--- config.mk ---
export PLATFORM = sky130hd
export DESIGN_NAME = lsnh_fifo
export DESIGN_NICKNAME = d
export VERILOG_FILES = /design/src/design/lsnh_pkg.sv /design/src/design/lsnh_fifo.sv
export SDC_FILE = /design/constraint.sdc
export NUM_CORES = 1
export LEC_CHECK = 0
export BUFFER_PORTS_ARGS = -buffer_cell sky130_fd_sc_hd__buf_2
export CAP_MARGIN = 40
export CORE_ASPECT_RATIO = 1.1
export CORE_MARGIN = 3
export CORE_UTILIZATION = 59
export CTS_BUF_LIST = sky130_fd_sc_hd__clkbuf_4 sky130_fd_sc_hd__clkbuf_8
export DETAILED_ROUTE_END_ITERATION = 8
export PLACE_DENSITY = 0.93
export SLEW_MARGIN = 20
export SYNTH_ARGS = -nofsm -noshare
export SYNTH_HDL_FRONTEND = slang
export SYNTH_SLANG_ARGS = --single-unit
--- constraint.sdc ---
create_clock -name clk -period 4.75 [get_ports clk]
set_input_delay 0.2375 -clock clk [delete_from_list [all_inputs] [get_ports clk]]
set_output_delay 0.2375 -clock clk [all_outputs]
set_load 0.03 [all_outputs]
--- src/design/lsnh_pkg.sv ---
package lsnh_pkg;

    localparam int DW         = 32;
    localparam int FB         = 24;
    localparam int SQ_W       = 2 * DW;
    localparam int FQ_DEPTH   = 4;
    localparam int FQ_PTR_W   = $clog2(FQ_DEPTH);
    localparam int FQ_CNT_W   = $clog2(FQ_DEPTH + 1);
    // valid stages in the back part ahead of the output register
    localparam int LAT        = 2 * DW + 3;

    typedef logic [DW-1:0]   word_t;
    typedef logic [SQ_W-1:0] dword_t;

    localparam word_t MOST_NEG = {1'b1, {(DW-1){1'b0}}};
    localparam word_t MAX_POS  = {1'b0, {(DW-1){1'b1}}};

    typedef struct packed {
        word_t vmag;
        logic  vneg;
        word_t gxm;
        word_t gym;
        word_t ax;
        word_t bx;
        word_t ay;
        word_t by;
        logic  strad_x;
        logic  strad_y;
    } lsnh_item_t;

    typedef struct packed {
        word_t vmag;
        logic  vneg;
        word_t ax;
        word_t ay;
        logic  strad_x;
        logic  strad_y;
    } lsnh_side_a_t;

    typedef struct packed {
        word_t h;
        word_t vmag;
        logic  strad_x;
        logic  strad_y;
    } lsnh_side_b_t;

    function automatic word_t mag(input word_t x);
        word_t r;
        r = x[DW-1] ? (~x + 1'b1) : x;
        return r;
    endfunction

endpackage

--- src/design/lsnh_fifo.sv ---
module lsnh_fifo (
    input  logic                 clk,
    input  logic                 rst_n,
    input  logic                 push_valid,
    output logic                 push_ready,
    input  lsnh_pkg::lsnh_item_t push_item,
    output logic                 pop_valid,
    input  logic                 pop_ready,
    output lsnh_pkg::lsnh_item_t pop_item
);
    import lsnh_pkg::*;

    lsnh_item_t            mem [FQ_DEPTH];
    logic [FQ_PTR_W-1:0]   wr_ptr_reg, rd_ptr_reg;
    logic [FQ_CNT_W-1:0]   cnt_reg;
    logic                  push, pop;

    assign push_ready = (cnt_reg != FQ_CNT_W'(FQ_DEPTH));
    assign pop_valid  = (cnt_reg != '0);
    assign push       = push_valid && push_ready;
    assign pop        = pop_valid && pop_ready;
    assign pop_item   = mem[rd_ptr_reg];

    always_ff @(posedge clk or negedge rst_n)
    begin
        if (!rst_n)
        begin
            wr_ptr_reg <= '0;
            rd_ptr_reg <= '0;
            cnt_reg    <= '0;
        end
        else
        begin
            if (push)
            begin
                wr_ptr_reg <= (wr_ptr_reg == FQ_PTR_W'(FQ_DEPTH - 1)) ? '0 : wr_ptr_reg + 1'b1;
            end
            if (pop)
            begin
                rd_ptr_reg <= (rd_ptr_reg == FQ_PTR_W'(FQ_DEPTH - 1)) ? '0 : rd_ptr_reg + 1'b1;
            end
            if (push && !pop)
            begin
                cnt_reg <= cnt_reg + 1'b1;
            end
            else if (pop && !push)
            begin
                cnt_reg <= cnt_reg - 1'b1;
            end
        end
    end

    always_ff @(posedge clk)
    begin
        if (push)
        begin
            mem[wr_ptr_reg] <= push_item;
        end
    end

endmodule

Yosys cells after proc, flatten, opt, wreduce, memory -nomap -nowiden. Memories as Yosys holds them, arrays and structs flattened. Index checks and enable logic that the tools add are counted.

Add/sub/neg operators: 4. Equal/unequal tests: 3. Multiplexer cells: 6. Reduce and logical (&&, ||, !) cells: 8.

Operators by type and width (number): two-way mux 3 bit (2); adder 2 x 1 -> 2 bit, second input constant (2); equality test 2 bit, second input constant (2); logical AND 1 bit (4); two-way mux 2 bit (2); adder 3 x 1 -> 3 bit, second input constant (1); inequality test 3 bit, second input constant (1); nonzero test 3 bit (1); subtractor 3 x 1 -> 3 bit, second input constant (1); logical NOT 1 bit (2); two-way mux 1 bit (2); nonzero test 2 bit (1).

Flip-flop bits (word level): 7. RAM bits: 908. Input port bits: 231. Output and inout port bits: 229. Logic and storage cells: 25. Memories: 1.

Memories: mem (depth 4, width 227, rd ports 1, clocked after memory_dff 0, wr ports 1, line lsnh_fifo.sv:13) `lsnh_item_t mem [FQ_DEPTH];`.

Longest topological paths before layout.
Word-level depth: 6. Depth in mapped cells: 8. Mapped depth without buffers: 8.

Worst setup path after synthesis. Ideal clock, no wire load.

Path type: reg-to-reg. Start point: register cnt_reg[2]. End point: memory mem[0][0] (netlist bit) (enable). Library setup time: 489 ps. Arrival time: 3450 ps. Data required time: 4261 ps. Path slack: 811 ps. Stages on the path, launching flop included: 3. Path buffers: 0. Period minus slack after synthesis: 3939 ps. Cells stage by stage: dfrtp_1 > or3b_4 > and3_2.

Word-level cells in the longest chain between the ends: 4.

RTL lines: start: declaration (line lsnh_fifo.sv:15) `logic [FQ_CNT_W-1:0] cnt_reg;`; start signal: assignment (line lsnh_fifo.sv:44) `cnt_reg <= cnt_reg + 1'b1;`; start signal: assignment (line lsnh_fifo.sv:48) `cnt_reg <= cnt_reg - 1'b1;`; inequality test 3 bit (line lsnh_fifo.sv:18) `assign push_ready = (cnt_reg != FQ_CNT_W'(FQ_DEPTH));`; named net push_ready (line lsnh_fifo.sv:5) `output logic push_ready,`; logical AND 1 bit (line lsnh_fifo.sv:20) `assign push = push_valid && push_ready;`; two-way mux 1 bit (line lsnh_fifo.sv:55) `if (push)`; two-way mux 1 bit (implied by the code) (line lsnh_fifo.sv:57) `mem[wr_ptr_reg] <= push_item;`; end: declaration (line lsnh_fifo.sv:13).

The timed path passes the listed nets, and every way through them passes these cells.

==> results.py <==
metrics = {
    "outcome": {
        "outcome": "finished clean",
    },
    "logic_synthesis": {
        "synthSimpleGateAreaFrac_pct": 0.218,
        "synthMuxAreaShare_pct": 15.6,
        "yosysTopAreaCellShare_pct": 82.1,
        "avgSynthCellArea_um2": 27.2,
        "synth-compound-area-share_pct": 0,
        "syn_inst": 1222,
        "synth-xor-area-share_pct": 0.0791,
        "synth_fa_ha_area_share_pct": 0.286,
        "synth_top_family_by_area": "multiplexers",
        "synth.top_cells.by_area": "edfxtp_1 (82%), mux4_2 (15%), buf_6 (0.81%), dfrtp_1 (0.53%), buf_2 (0.38%)",
        "ys_ff_latch": 915,
        "ys_types": 19,
        "synth-seq-area-share_pct": 82.6,
        "yosys_warnings": 0,
        "syn_area_um2": 33200,
        "synth_nets": 1460,
        "yosysTopAreaCell": "edfxtp_1",
    },
    "placement": {
        "place_congestion": 0.750,
        "io_buffers": 459,
        "dpl-instance-area_um2": 36600,
        "dp_hpwl_mm": 47.9,
    },
    "worst_setup_path": {
        "cp-end-kind": "output pin",
        "crit_start": "rd_ptr_reg[0]",
        "worstPathRequired_ns": 4.51,
        "worstSetupPathType": "reg -> out",
        "crit_fanout": 27,
        "reg2reg_from": "wr_ptr_reg[0]",
        "critPathArrivalTime_ns": 2.95,
        "critical_path.startpoint_type": "register",
    },
    "floorplan": {
        "die_area_um2": 59200,
        "ios": 460,
        "initial_utilization_pct": 60.1,
        "dieWidth_um": 232,
        "die_y_um": 255,
        "coreArea_um2": 55300,
        "num_rows": 90,
    },
    "clock_network": {
        "htreeDepth": 4,
        "clk_pin_slew_ns": 0.07,
        "root_buffer": "clkbuf_8",
        "clockBufferDepth": 3,
        "ctsResizeCount": 0,
        "cts_tree": "yes",
        "cts.sinks": 915,
        "post_cts_buffers": 0,
        "clk_latency_ns": 0.78,
        "cts_buffers": 138,
        "holdBufCountCts": 231,
    },
    "final_layout": {
        "largest_reg_flops": 908,
        "area_growth_pct": 24.7,
        "drive_gt1_share_pct": 43.7,
        "layout.nets": 2274,
        "final_util_pct": 74.9,
        "mostFrequentLayoutCell": "edfxtp_1",
        "final_area_um2": 41400,
        "layout_common_cells": "edfxtp_1 (908), buf_2 (459), dlygate4sd3_1 (231), mux4_2 (227), clkbuf_8 (143)",
    },
    "drt": {
        "drc": 0,
        "firstDrtPassIters": 5,
        "wl_mm": 84.9,
        "wl_per_cell_um": 29.6,
        "via_count": 17246,
        "vias_per_cell": 6.01,
        "drtAntennaViolNets": 0,
        "drt-initial-drc-count": 1892,
    },
    "sta": {
        "worst_slew_pin_slew_ns": 0.770,
        "setup_viol": 0,
        "skew_ns": 0.0433,
        "whs_ns": 0.229,
        "fin_tns_setup_ns": 0,
        "slew_violations": 0,
        "rsz0062_at_grt": "false",
        "fin_crit_sh_pct": 67.0,
        "period_needed_ns": 3.18,
        "maxSlewHeadroom_pct": 48.7,
        "fmax_mhz": 314,
        "hold_violations": 0,
    },
    "min_path": {
        "min-delay-start": "push_item[209]",
        "worstHoldPathType": "in -> reg",
    },
    "pwr": {
        "p_clk_share_pct": 22.3,
        "combPwrFrac_pct": 36.2,
        "p_seq_share_pct": 41.5,
        "power.leakage_uw": 0.0143,
        "internal-power_uw": 17300,
        "ir_drop_v": 0.000536,
        "p_switching_uw": 9960,
        "powerDensity_nw_per_um2": 657,
        "p_sw_share_pct": 36.6,
    },
    "global_route": {
        "antenna_found_initial": 10,
        "grt_pass1_vias": 18871,
        "track_usage_pct": 29.5,
        "grt_pass1_wl_mm": 125,
        "grt_max_degree": 116,
        "overflow": 0,
    },
    "job": {
        "cap_violations": 0,
    },
}
-- metal layers --
layer,vias to the layer above,wire [µm],GRT usage [%]
li1,6985,-,-
met1,8836,27300,35.1
met2,1190,45600,50.8
met3,229,8240,8.45
met4,6,3740,13.0
met5,-,42,0
-- final cells by class --
cell class                 instances  area, µm²
sequential                       915      27400
fill                            2629      13900
multi-input combinational        253       5390
timing repair buffer             725       5140
clock buffer                     170       2170
tap                              736        921
clock inverter                    56        319
antenna                           10       25.0
inverter                           3       11.3
-- kinds of logic (layout without fill, tap and decap cells) --
logic type                 count (synthesis)  in the layout
muxes                                    232            232
adders and majority gates                  7              7
DFF                                      915            915
and+or+nand+nor                           11             11
buffers and inverters                     54            954
xor gates and xnor gates                   3              3
other                                      0             10
-- path summary, 6_finish.rpt --
check	to	slack, ns	depth (start not counted)
max in group asynchronous	rd_ptr_reg[0]	3.93	3
setup / recovery	pop_item[225]	1.57	4
hold reg to reg	cnt_reg[2]	0.49	1
min in group asynchronous	rd_ptr_reg[1]	0.52	3
hold / removal	mem[2][209]	0.23	2
setup reg to reg	mem[2][85]	2.36	5
-- per-stage QoR --
stage / power, µW / worst slack, ns / instances
floorplan: 18000 / 0.811 / 1222
global placement: 20400 / 2.11 / 2396
detailed placement: 20900 / 2.27 / 2400
CTS: 27000 / 1.42 / 2857
global route: 28100 / 1.38 / 2865
finish: 27200 / 1.57 / 2868
-- power groups by stage --
stage | logic [µW] | registers [µW] | clock network [µW]
floorplan | 6820 | 11200 | 0
global placement | 9090 | 11300 | 0
detailed placement | 9510 | 11400 | 0
CTS | 9740 | 11200 | 6010
global route | 10300 | 11400 | 6470
finish | 9860 | 11300 | 6070
-- worst max-delay path, stage by stage (launching register included) --
cell and delay, ns:
dfrtp_4 0.74, buf_16 0.30, buf_4 0.34, mux4_2 0.59
buf_2 0.21
-- synthesized netlist by cell type --
library cell / count
xor2_1: 2
fa_1: 1
nor2_1: 3
mux4_2: 227
nand2_1: 1
clkbuf_1: 2
and3_2: 4
ha_1: 6
mux2_2: 3
mux2_4: 2
or3_2: 1
buf_6: 24
and2_4: 1
xnor2_1: 1
buf_2: 25
or3b_4: 1
inv_1: 3
edfxtp_1: 908
dfrtp_1: 7
(Power assumes the default switching activity.)
