<file path="config.mk">
export PLATFORM = sky130hd
export DESIGN_NAME = lsnh_front
export DESIGN_NICKNAME = d
export VERILOG_FILES = /design/src/design/lsnh_pkg.sv /design/src/design/lsnh_front.sv
export SDC_FILE = /design/constraint.sdc
export NUM_CORES = 1
export LEC_CHECK = 0
export ABC_CLOCK_PERIOD_IN_PS = 11700
export BUFFER_PORTS_ARGS = -buffer_cell sky130_fd_sc_hd__buf_2
export CAP_MARGIN = 20
export CORE_ASPECT_RATIO = 1.75
export CORE_MARGIN = 2
export CORE_UTILIZATION = 38
export CTS_CLUSTER_DIAMETER = 200
export DETAILED_ROUTE_END_ITERATION = 12
export PLACE_DENSITY = 0.63
export SLEW_MARGIN = 5
export SYNTH_ARGS = -nofsm -noshare
export SYNTH_HDL_FRONTEND = slang
export SYNTH_SLANG_ARGS = --single-unit
</file>
<file path="constraint.sdc">
create_clock -name clk -period 11.7 [get_ports clk]
set_input_delay 0.585 -clock clk [delete_from_list [all_inputs] [get_ports clk]]
set_output_delay 0.585 -clock clk [all_outputs]
set_load 0.005 [all_outputs]
</file>
<file path="src/design/lsnh_pkg.sv">
package lsnh_pkg;

    localparam int DW         = 32;
    localparam int FB         = 24;
    localparam int SQ_W       = 2 * DW;
    localparam int FQ_DEPTH   = 4;
    localparam int FQ_PTR_W   = $clog2(FQ_DEPTH);
    localparam int FQ_CNT_W   = $clog2(FQ_DEPTH + 1);
    // valid stages in the back part ahead of the output register
    localparam int LAT        = 2 * DW + 3;

    typedef logic [DW-1:0]   word_t;
    typedef logic [SQ_W-1:0] dword_t;

    localparam word_t MOST_NEG = {1'b1, {(DW-1){1'b0}}};
    localparam word_t MAX_POS  = {1'b0, {(DW-1){1'b1}}};

    typedef struct packed {
        word_t vmag;
        logic  vneg;
        word_t gxm;
        word_t gym;
        word_t ax;
        word_t bx;
        word_t ay;
        word_t by;
        logic  strad_x;
        logic  strad_y;
    } lsnh_item_t;

    typedef struct packed {
        word_t vmag;
        logic  vneg;
        word_t ax;
        word_t ay;
        logic  strad_x;
        logic  strad_y;
    } lsnh_side_a_t;

    typedef struct packed {
        word_t h;
        word_t vmag;
        logic  strad_x;
        logic  strad_y;
    } lsnh_side_b_t;

    function automatic word_t mag(input word_t x);
        word_t r;
        r = x[DW-1] ? (~x + 1'b1) : x;
        return r;
    endfunction

endpackage

</file>
<file path="src/design/lsnh_front.sv">
module lsnh_front (
    input  logic               clk,
    input  logic               rst_n,
    input  logic               in_valid,
    output logic               in_ready,
    input  lsnh_pkg::word_t    normal_speed,
    input  lsnh_pkg::word_t    grad_x,
    input  lsnh_pkg::word_t    grad_y,
    input  lsnh_pkg::word_t    grad_x_lo,
    input  lsnh_pkg::word_t    grad_x_hi,
    input  lsnh_pkg::word_t    grad_y_lo,
    input  lsnh_pkg::word_t    grad_y_hi,
    output logic               item_valid,
    input  logic               item_ready,
    output lsnh_pkg::lsnh_item_t item
);
    import lsnh_pkg::*;

    logic       vld_reg;
    lsnh_item_t item_reg;
    lsnh_item_t item_next;
    word_t      mxl, mxh, myl, myh;

    assign in_ready   = !vld_reg || item_ready;
    assign item_valid = vld_reg;
    assign item       = item_reg;

    always_comb
    begin
        mxl = mag(grad_x_lo);
        mxh = mag(grad_x_hi);
        myl = mag(grad_y_lo);
        myh = mag(grad_y_hi);
        item_next.vmag = mag(normal_speed);
        item_next.vneg = normal_speed[DW-1];
        item_next.gxm  = mag(grad_x);
        item_next.gym  = mag(grad_y);
        item_next.ax   = (mxl > mxh) ? mxl : mxh;
        item_next.bx   = (myl < myh) ? myl : myh;
        item_next.ay   = (myl > myh) ? myl : myh;
        item_next.by   = (mxl < mxh) ? mxl : mxh;
        // a bound on one axis collapses to |v| when the other axis straddles zero
        item_next.strad_x = (grad_y_lo == '0) || (grad_y_hi == '0)
                            || (grad_y_lo[DW-1] != grad_y_hi[DW-1]);
        item_next.strad_y = (grad_x_lo == '0) || (grad_x_hi == '0)
                            || (grad_x_lo[DW-1] != grad_x_hi[DW-1]);
    end

    always_ff @(posedge clk or negedge rst_n)
    begin
        if (!rst_n)
        begin
            vld_reg <= 1'b0;
        end
        else if (in_ready)
        begin
            vld_reg <= in_valid;
        end
    end

    always_ff @(posedge clk)
    begin
        if (in_valid && in_ready)
        begin
            item_reg <= item_next;
        end
    end

endmodule

</file>
* Word-level counts from Yosys, hierarchy flattened
Index checks and enable logic that the tools add are counted.
** Operators by class
- Add/subtract/negate cells :: 7
- Multiply operators :: 0
- Div/mod/pow operators :: 0
- $lt $le $gt $ge :: 4
- Equal/unequal tests :: 2
- Shift-type cells :: 0
- Mux-type cells :: 11
- Bitwise gates (word level) :: 7
- Reduce and logical (&&, ||, !) cells :: 11
** Operators by type and width (number)
- 2-to-1 mux 32 bit :: 8
- adder 32 x 1 -> 32 bit, second input constant :: 7
- NOT 32 bit :: 7
- zero test 32 bit :: 4
- 2-to-1 mux 31 bit :: 3
- > comparator 32 bit :: 2
- < comparator 32 bit :: 2
- logical OR 1 bit :: 5
- != test 1 bit :: 2
- logical AND 1 bit :: 1
- zero test 1 bit :: 1
** Word-level totals
- Flip-flop bits (word level) :: 228
- Bits in latches :: 0
- Bits in writable memories :: 0
- ROM bits :: 0
- Input port bits :: 228
- Output and inout port bits :: 229
- Word-level logic and storage cells :: 56
- Memories kept :: 0

* Depth between registers and ports, before layout
- Depth in word-level cells :: 5
- Depth in mapped cells :: 16
- Depth with buffers taken out :: 15

* Worst setup path after synthesis
OpenSTA, ideal clock, no wires.
- Path type :: input to register
- From :: input item_ready
- To :: register item_reg (netlist bit item[0]), enable pin
- Library setup time :: 0.617 ns
- Arrival :: 5.921 ns
- Data required time :: 11.083 ns
- Slack :: 5.162 ns
- Cell stages on the path :: 2
- Path buffers :: 0
- Cell sequence :: nand2b_1 > and2_1
** Between the ends
- Longest elaborated chain between the ends :: 2
** Ends and longest elaborated chain
- start, declared :: RTL line lsnh_front.sv:14 : input logic item_ready,
- logical OR 1 bit :: RTL line lsnh_front.sv:24 : assign in_ready = !vld_reg || item_ready;
- logical AND 1 bit :: RTL line lsnh_front.sv:63 : if (in_valid && in_ready)
- end signal, assigned :: RTL line lsnh_front.sv:65 : item_reg <= item_next;
- end, declared :: RTL line lsnh_front.sv:20 : lsnh_item_t item_reg;
Every way passes these cells.
A chain may end at the register's enable or synchronous reset.

==> flow_metrics.py <==
metrics = {
    "cts": {
        "cts_root_buf": "clkbuf_16",
        "cts.htree.levels": 1,
        "cts_buffer_depth": 3,
        "cts_tree": "built",
        "numCtsBuffers": 23,
        "clkTransAtPathRegs_ns": 0.06,
        "postCtsSetupBuffers": 0,
        "cts.sinks": 228,
        "clk_latency_ns": 0.53,
    },
    "sta": {
        "drv_slew": 0,
        "clock.fmax_mhz": 199,
        "hold_viol_final": 0,
        "timing.hold.ws_ns": 0.271,
        "period_minus_slack_ns": 5.03,
        "setup_tns_ns": 0,
        "maxSlewHeadroom_pct": 28.7,
        "fin_crit_sh_pct": 43.0,
        "timing.final.ws_setup_ns": 6.67,
        "setup_viol": 0,
        "worstMarginPinSlew_ns": 1.07,
        "rsz0062_at_grt": "no",
        "finClkSkew_ns": 0.0151,
    },
    "worst_setup_path": {
        "cp_num_buf_inv": 2,
        "path_delay_family": "simple AND/OR/NAND/NOR gates",
        "cp_max_fo": 32,
        "cp-end-kind": "register",
        "start_kind": "input port",
        "required_ns": 11.94,
        "path_class": "input port to register",
        "cp_slowest_cell": "nor4_1",
        "r2r_slack_ns": 8.76,
        "crit_chain": "buf_2, or3_1, nor4_1, nand3_1, o41ai_1, xor2_1, ha_1, nand4_1, nor4_1, and4_1, nand2_1, a22oi_2, buf_4, mux2i_1",
        "cp_common_cell": "nor4_1",
        "critPathMaxStageDelay_ns": 0.75,
        "worst_ep_arrival_time_ns": 5.27,
    },
    "global_routing": {
        "antenna_found_initial": 6,
        "grt_pass1_wl_mm": 66.1,
        "grtUsageTotal_pct": 22.0,
        "overflow": 0,
        "grt_max_degree": 79,
        "grt_pass1_vias": 12200,
    },
    "yosys": {
        "synth-edff-count": 227,
        "postSynthCellCount": 1270,
        "synth.distinct_cells": 50,
        "syn_avg_cell_area_um2": 11.2,
        "syn_area_mm2": 0.0143,
        "synth_flop_cell": "edfxtp_1",
        "synth-async-reset-ratio_pct": 0.439,
        "ys_top_cells_by_area": "edfxtp_1 48%, mux2i_1 9.3%, xor2_1 7.5%",
        "yosysMostFrequentCell": "edfxtp_1",
        "netlist_top_cells_count": "227 x edfxtp_1, 132 x mux2i_1, 123 x xor2_1",
        "synth_largest_area_cell": "edfxtp_1",
        "ys_warn_count": 0,
        "ys_seq_area_share_pct": 47.9,
        "synth.net_count": 1569,
        "ys_seq_elements": 228,
        "synth_top_area_share_pct": 47.8,
    },
    "finish": {
        "layout.nets": 2026,
        "final_area_mm2": 0.0178,
        "finalNonFillerCells": 2225,
        "largest_reg_flops": 227,
        "fin_util_pct": 48.3,
        "area_growth_pct": 24.8,
        "drive_gt1_share_pct": 29.6,
        "nFillCells": 3430,
    },
    "drt": {
        "firstDrtPassIters": 4,
        "post_drt_via_cell_ratio": 5.32,
        "vias": 11800,
        "drt-total-wl_mm": 44.7,
        "final_antenna_net_count": 0,
        "wl_per_cell_um": 20.1,
        "drt_iter0_drc": 429,
        "drc": 0,
    },
    "floorplanning": {
        "die_w_um": 150,
        "die_h_um": 260,
        "die-area_mm2": 0.0392,
        "design.core.area_mm2": 0.0369,
        "rows": 93,
        "boundaryPins": 457,
        "start_util_pct": 38.7,
    },
    "pwr": {
        "leakagePower_nw": 7.68,
        "powerDensity_mw_per_mm2": 132,
        "peakVddDrop_mv": 0.0985,
        "power_mw": 2.35,
    },
    "worst_hold_path": {
        "hold_path_class": "input port to register",
    },
    "placement": {
        "pre_cts_slack_ns": 6.09,
        "hpwl_mm": 35.6,
        "place_inst": 2176,
        "port_buffers": 456,
        "dpl-instance-area_mm2": 0.0171,
        "gp_congestion": 0.912,
    },
    "status": {
        "outcome": "finished clean",
    },
    "flow_run": {
        "drv_cap": 0,
    },
}
-- worst paths after layout --
kind,from,end,depth (start not counted)
setup reg to reg,item_valid,item[69],4
min in group asynchronous,rst_n,item_valid,2
hold reg to reg,item_valid,item_valid,2
setup / recovery,grad_y_hi[4],item[63],14
hold / removal,in_valid,item_valid,2
max in group asynchronous,rst_n,item_valid,2
-- cells in the final DEF (no fill, tap or decap), types with 12 or more instances in the layout --
cell	count
xor2_1	123
a21oi_1	37
o31ai_1	50
o21ai_0	79
mux2i_1	132
nand2b_1	17
o41ai_1	27
or3_1	16
edfxtp_1	227
nor3_1	12
nand3_1	12
nand2_1	98
xnor2_1	80
nor4_1	19
nand4_1	15
buf_2	456
clkbuf_16	23
nor2_1	50
or4_1	24
ha_1	71
inv_1	85
-- cell type report --
cell class,instances,area [µm²],area share (%)
multi-input cells,925,7010,39.4
flip-flops and latches,228,6840,38.4
repair buffers,464,2340,13.2
clock buffers,29,598,3.36
well taps,475,594,3.34
inverters,85,319,1.79
clock inverters,12,83.8,0.471
diodes,7,17.5,0.0983
-- metal layers --
layer | up-vias | wire (µm) | track usage, %
li1 | 5639 | - | -
met1 | 5635 | 14100 | 19.9
met2 | 448 | 24800 | 43.7
met3 | 122 | 3190 | 4.37
met4 | 0 | 2680 | 12.7
met5 | - | 0 | 0
-- worst reg2reg max path, stage by stage (launching register included) --
cell and delay (ns):
dfrtp_1 0.37, nand2b_1 0.11, and2_4 0.36, buf_4 0.69, buf_4 0.93
-- what timing repair did --
action | CTS | global route
endpoints found under the hold margin | 1 | 0
resized for setup | 0 | 0
hold buffers | 1 | 0
-- kinds of logic (layout without fill, tap and decap cells) --
| family | after synthesis | count (layout) | synth area share [%] |
|---|---|---|---|
| fa+ha+maj | 71 | 71 | 6.23 |
| other cells | 0 | 7 | 0 |
| xor+xnor | 203 | 203 | 12.5 |
| flops | 228 | 228 | 47.9 |
| buf+inv | 117 | 590 | 3.16 |
| compound gates | 222 | 222 | 10.0 |
| mux | 132 | 132 | 9.26 |
| simple gates | 297 | 297 | 10.9 |
-- power breakdown --
group / internal [mW] / switching [mW] / total, mW
combinational: 0.253 / 0.351 / 0.604
sequential: 1.02 / 0.0232 / 1.04
clock: 0.384 / 0.324 / 0.708
Power figures use the tool's default switching activity.
